## src/sv/mrsp_pkg.sv

```systemverilog
package mrsp_pkg;

  typedef enum logic [1:0] {
    PH_IDLE  = 2'd0,
    PH_D1    = 2'd1,
    PH_D2    = 2'd2,
    PH_SYSEX = 2'd3
  } phase_t;

  localparam logic [7:0] ST_REALTIME_LO = 8'hF8;
  localparam logic [7:0] ST_SYSEX_START = 8'hF0;
  localparam logic [7:0] ST_SYSEX_END   = 8'hF7;
  localparam logic [7:0] ST_NONE        = 8'h00;
  localparam logic [7:0] ST_SONG_POS    = 8'hF2;
  localparam logic [7:0] ST_MTC_QF      = 8'hF1;
  localparam logic [7:0] ST_SONG_SEL    = 8'hF3;
  localparam logic [7:0] ST_CHAN_LO     = 8'h80;
  localparam logic [7:0] ST_CHAN2_HI    = 8'hBF;
  localparam logic [7:0] ST_CHAN1_LO    = 8'hC0;
  localparam logic [7:0] ST_CHAN1_HI    = 8'hDF;
  localparam logic [7:0] ST_BEND_LO     = 8'hE0;
  localparam logic [7:0] ST_BEND_HI     = 8'hEF;

  localparam logic [1:0] LEN_ONE   = 2'd1;
  localparam logic [1:0] LEN_TWO   = 2'd2;
  localparam logic [1:0] LEN_THREE = 2'd3;

  // number of data bytes that follow a status byte
  function automatic logic [1:0] data_count(input logic [7:0] s);
    logic [1:0] n;
    n = 2'd0;
    if (s >= ST_CHAN_LO && s <= ST_CHAN2_HI) n = 2'd2;
    else if (s >= ST_CHAN1_LO && s <= ST_CHAN1_HI) n = 2'd1;
    else if (s >= ST_BEND_LO && s <= ST_BEND_HI) n = 2'd2;
    else if (s == ST_MTC_QF || s == ST_SONG_SEL) n = 2'd1;
    else if (s == ST_SONG_POS) n = 2'd2;
    return n;
  endfunction

endpackage

```

## src/sv/midi_running_status_parser_unit.sv

```systemverilog
// MIDI byte-stream parser with running status.
// Input channel: in_valid/in_ready carry one received MIDI byte per word
// (in_byte). Output channel: out_valid/out_ready carry one complete message
// per word: msg_status, msg_channel, first_data, second_data, msg_length.
// A byte is parsed in the cycle it is accepted; the message it closes, if
// any, sits in the output register from the next cycle, so latency is one
// cycle and a new byte may be taken every cycle (one byte per cycle).
// Real-time bytes (F8..FF) go straight through as one-byte messages and
// leave the parse state alone. Bytes that close nothing produce no word.
// in_ready is high while the output register is empty or being emptied in
// the same cycle; when the receiver stalls with a message held, input stalls
// too, and no byte or message is lost.
// Reset (rst, synchronous) empties the output register, returns the parser
// to idle and clears running status, current status and held data.
module midi_running_status_parser_unit (
  input  logic       clk,
  input  logic       rst,
  input  logic       in_valid,
  output logic       in_ready,
  input  logic [7:0] in_byte,
  output logic       out_valid,
  input  logic       out_ready,
  output logic [7:0] msg_status,
  output logic [3:0] msg_channel,
  output logic [6:0] first_data,
  output logic [6:0] second_data,
  output logic [1:0] msg_length
);
  import mrsp_pkg::*;

  phase_t     phase, phase_next;
  logic [7:0] running_status, running_status_next;
  logic [7:0] current_status, current_status_next;
  logic [6:0] held_first_data, held_first_data_next;

  logic       emit;
  logic [7:0] emit_status;
  logic [6:0] emit_d0, emit_d1;
  logic [1:0] emit_len;
  logic       in_fire;
  logic [1:0] rs_count, cs_count;

  assign in_ready = !out_valid || out_ready;
  assign in_fire  = in_valid && in_ready;
  assign rs_count = data_count(running_status);
  assign cs_count = data_count(current_status);

  always_ff @(posedge clk) begin
    if (rst) begin
      phase           <= PH_IDLE;
      running_status  <= ST_NONE;
      current_status  <= ST_NONE;
      held_first_data <= '0;
    end else if (in_fire) begin
      phase           <= phase_next;
      running_status  <= running_status_next;
      current_status  <= current_status_next;
      held_first_data <= held_first_data_next;
    end
  end

  always_comb begin
    phase_next           = phase;
    running_status_next  = running_status;
    current_status_next  = current_status;
    held_first_data_next = held_first_data;
    emit        = 1'b0;
    emit_status = in_byte;
    emit_d0     = '0;
    emit_d1     = '0;
    emit_len    = LEN_ONE;
    if (in_byte >= ST_REALTIME_LO) begin
      emit = 1'b1;
    end else if (in_byte == ST_SYSEX_START) begin
      phase_next          = PH_SYSEX;
      current_status_next = ST_SYSEX_START;
      running_status_next = ST_NONE;
    end else if (in_byte == ST_SYSEX_END) begin
      phase_next = PH_IDLE;
    end else if (in_byte[7]) begin
      current_status_next = in_byte;
      running_status_next = in_byte;
      if (data_count(in_byte) == 2'd0) begin
        phase_next = PH_IDLE;
        emit       = 1'b1;
      end else begin
        phase_next = PH_D1;
      end
    end else begin
      unique case (phase)
        PH_IDLE: begin
          // running status: data byte with no fresh status
          if (running_status != ST_NONE && rs_count != 2'd0) begin
            current_status_next = running_status;
            if (rs_count == 2'd1) begin
              emit        = 1'b1;
              emit_status = running_status;
              emit_d0     = in_byte[6:0];
              emit_len    = LEN_TWO;
            end else begin
              held_first_data_next = in_byte[6:0];
              phase_next           = PH_D2;
            end
          end
        end
        PH_D1: begin
          if (cs_count <= 2'd1) begin
            phase_next  = PH_IDLE;
            emit        = 1'b1;
            emit_status = current_status;
            emit_d0     = in_byte[6:0];
            emit_len    = LEN_TWO;
          end else begin
            held_first_data_next = in_byte[6:0];
            phase_next           = PH_D2;
          end
        end
        PH_D2: begin
          phase_next  = PH_IDLE;
          emit        = 1'b1;
          emit_status = current_status;
          emit_d0     = held_first_data;
          emit_d1     = in_byte[6:0];
          emit_len    = LEN_THREE;
        end
        PH_SYSEX: begin
          // SysEx payload is dropped
        end
        default: begin
        end
      endcase
    end
  end

  always_ff @(posedge clk) begin
    if (rst) begin
      out_valid <= 1'b0;
    end else if (in_ready) begin
      out_valid <= in_fire && emit;
    end
  end

  always_ff @(posedge clk) begin
    if (in_fire && emit) begin
      msg_status  <= emit_status;
      msg_channel <= (emit_status >= ST_REALTIME_LO) ? 4'd0 : emit_status[3:0];
      first_data  <= emit_d0;
      second_data <= emit_d1;
      msg_length  <= emit_len;
    end
  end

  a_realtime_passes: assert property (@(posedge clk) disable iff (rst)
    in_fire && in_byte >= ST_REALTIME_LO |=>
      out_valid && msg_length == LEN_ONE && msg_channel == 4'd0)
    else $error("real-time byte not passed through");

  a_sysex_drops: assert property (@(posedge clk) disable iff (rst)
    in_fire && phase == PH_SYSEX && !in_byte[7] |=> !out_valid)
    else $error("data byte inside SysEx produced a message");

  a_d2_needs_two: assert property (@(posedge clk) disable iff (rst)
    phase == PH_D2 |-> cs_count == 2'd2)
    else $error("awaiting second data for a status without two");

  a_len_nonzero: assert property (@(posedge clk) disable iff (rst)
    out_valid |-> msg_length != 2'd0)
    else $error("message with zero length");

endmodule
```

## config.mk

```make
export PLATFORM = sky130hd
export DESIGN_NAME = midi_running_status_parser_unit
export DESIGN_NICKNAME = d
export VERILOG_FILES = /design/src/sv/mrsp_pkg.sv /design/src/sv/midi_running_status_parser_unit.sv
export SDC_FILE = /design/constraint.sdc
export NUM_CORES = 1
export LEC_CHECK = 0
export ABC_AREA = 1
export BUFFER_PORTS_ARGS = -buffer_cell sky130_fd_sc_hd__buf_4
export CORE_AREA = 4 4 102 104
export CTS_CLUSTER_DIAMETER = 60
export CTS_CLUSTER_SIZE = 24
export DETAILED_ROUTE_END_ITERATION = 10
export DIE_AREA = 0 0 106 108
export PLACE_DENSITY_LB_ADDON = 0.08
export SKIP_CTS_REPAIR_TIMING = 1
export SLEW_MARGIN = 10
export SYNTH_ARGS = -nofsm -noshare
export SYNTH_HDL_FRONTEND = slang
export SYNTH_SLANG_ARGS = --single-unit
```

## constraint.sdc

```tcl
create_clock -name clk -period 5 [get_ports clk]
set_input_delay 0.75 -clock clk [delete_from_list [all_inputs] [get_ports clk]]
set_output_delay 0.75 -clock clk [all_outputs]
set_load 0.005 [all_outputs]
```

==> results.cfg <==
[status]
status = finished clean

[floorplan]
boundaryPins = 42
die_h_um = 108
die_x_um = 106
fp.dieArea_mm2 = 0.0114
coreArea_mm2 = 0.00955
row_count = 36
start_util_pct = 28.5

[clock_network]
cts.sinks = 54
clk_pin_slew_ns = 0.11
cts_tree = done
clk_latency_ns = 0.32
htree_levels = 2
numCtsBuffers = 5
cts-root-buf = clkbuf_8
clockBufferDepth = 2

[global_route]
busiest_layer = met2
grt_antenna_before_repair = 0
grt_max_degree = 29
met1_usage_pct = 21.0
grtUsageMet2_pct = 21.6
overflow = 0
gr-usage-all-layers_pct = 14.3
grt_pass1_vias = 2295
grtUsageMet3_pct = 2.27
grt_pass1_wl_um = 12700

[yosys]
async_reset_ff_share_pct = 0
synth-seq-area-share_pct = 50.0
netlist_instances = 322
avgSynthCellArea_um2 = 8.45
syn_area_mm2 = 0.00272
synth.net_count = 334
yosysUniqueCellTypes = 37
yosys_most_used_dff = edfxtp_1
synth_enable_flop_cells = 28
ys_seq_elements = 54
ys_warn_count = 0

[layout]
fin_util_pct = 34.4
nets = 375
syn_to_final_growth_pct = 20.6
antennaDiodeCount = 0
layout-drive-gt1-share_pct = 25.0

[pwr]
p_leak_nw = 1.31
vdd_drop_max_mv = 0.116
finalPower_mw = 1.05
p_per_area_mw_per_mm2 = 319

[drt]
wire_per_inst_um = 15.8
remaining_drc_errors = 0
via_per_inst = 4.59
antenna_left = 0
routed_wl_um = 7830
dr.pass1.iters = 4
vias = 2281
drt_iter0_drc = 158

[sta]
maxSlewViolCount = 0
tns_ns = 0
slew_headroom_pct = 33.9
timing.hold.ws_ns = 0.478
fin_skew_ns = 0.0147
tightest_slew_ns = 0.991
min_period_ns = 2.83
fmax_mhz = 353
min_period_over_period_pct = 56.6
finalHoldViolCount = 0
setup_viol = 0
rsz0062_at_grt = false

[worst_setup_path]
crit_chain = buf_4, inv_1, nand2_1, o22ai_1, nand3_1, inv_1
critical_path_class = input pin to flop
critical_path.max_fanout = 28
crit_path_top_delay_cell = inv_1
crit_path_max_incr_delay_ns = 0.75
worst_ep_arrival_time_ns = 2.77
cp.required_ns = 4.94
worstSetupEndpointType = flop
cpMostUsedCell = inv_1
start_kind = input pin

[hold_path]
hp-class = flop to flop

[placement]
port_buffers = 41
place_hpwl_um = 6030
place.gp.congestion = 0.850

[run]
drv_cap = 0
-- per-layer routing --
layer	up-vias	wire length [um]	part of all wire, %
li1	1153	-	-
met3	12	379	4.8
met2	66	3430	44
met1	1050	3910	50
met4	0	113	1.4
met5	-	0	0
-- power by group --
| group | switching (mW) | internal, mW | total (mW) |
|---|---|---|---|
| logic | 0.135 | 0.0701 | 0.205 |
| registers | 0.0187 | 0.503 | 0.521 |
| clock network | 0.154 | 0.165 | 0.319 |
-- cell families (layout without fill, tap and decap cells) --
kind of cell / after synthesis / in the layout / share of synthesized area [%]
compound gates: 64 / 64 / 15.4
flops: 54 / 54 / 50.0
simple gates: 158 / 158 / 27.8
buf+inv: 46 / 88 / 6.76
-- cells in the final DEF (no fill, tap or decap), drive strengths merged --
master  instances
nand2          79
nor2           47
buf            41
inv            40
a21oi          29
edfxtp         28
nand3          27
dfxtp          26
o21ai          14
a22oi           7
clkbuf          6
a211oi          6
o211ai          3
nand4           2
o22ai           2
a31oi           1
nor4            1
o21a            1
nor3            1
o21bai          1
or2             1
bufinv          1
-- cells in the mapped netlist (2+ instances only) --
| cell | instances | share of area [%] |
|---|---|---|
| a21oi_1 | 24 | 4.4 |
| nor2_4 | 3 | 1.2 |
| clkbuf_1 | 4 | 0.55 |
| o21ai_1 | 2 | 0.37 |
| nand3_2 | 3 | 1.1 |
| edfxtp_1 | 28 | 31 |
| a211oi_1 | 3 | 0.83 |
| nor2_1 | 36 | 5.0 |
| inv_2 | 9 | 1.2 |
| a22oi_1 | 7 | 1.9 |
| nand3_1 | 24 | 4.4 |
| o21ai_0 | 11 | 2.0 |
| nor2_2 | 7 | 1.6 |
| o211ai_1 | 2 | 0.55 |
| a211oi_2 | 2 | 0.92 |
| o22ai_1 | 2 | 0.46 |
| nand4_1 | 2 | 0.46 |
| a21oi_2 | 5 | 1.6 |
| inv_1 | 29 | 4.0 |
| nand2_2 | 4 | 0.92 |
| nand2_1 | 74 | 10 |
| dfxtp_1 | 26 | 19 |
-- metrics by stage --
stage          setup slack (ns)  instances  cell area (um^2)
4_1_cts                    2.14        497              3280
2_1_floorplan              2.51        322              2720
3_3_place_gp               1.90        489              3160
5_1_grt                    1.95        497              3280
3_5_place_dp               1.81        489              3160
6_report                   2.17        497              3280
-- area by class of cell --
type	count	area, um^2
Inverter	39	149
Timing Repair Buffer	41	308
Sequential cell	54	1360
Tap cell	133	166
Clock buffer	6	82.6
Clock inverter	2	38.8
Multi-Input combinational cell	222	1170
Fill cell	1094	6270
-- registers in the layout, indices dropped and copies added (netlist names), 2 cells and up --
register	flops
current_status	8
msg_status	8
running_status	8
first_data	7
held_first_data	7
second_data	7
msg_channel	4
msg_length	2
phase	2
-- worst max-delay path, delay by kind of cell --
family	cells	cell delay (ns)
AO/OA/AOI/OAI	1	0.23
buffers and inverters	3	1.35
AND/OR/NAND/NOR	2	0.44
-- final timing paths --
path	from	endpoint	slack, ns	depth (start not counted)
setup reg to reg	running_status[2]	msg_length[1]	2.47	9
hold / removal	held_first_data[2]	held_first_data[2]	0.48	2
hold reg to reg	held_first_data[2]	held_first_data[2]	0.48	2
setup / recovery	in_byte[7]	msg_length[1]	2.17	6
Power figures use the tool's default switching activity.
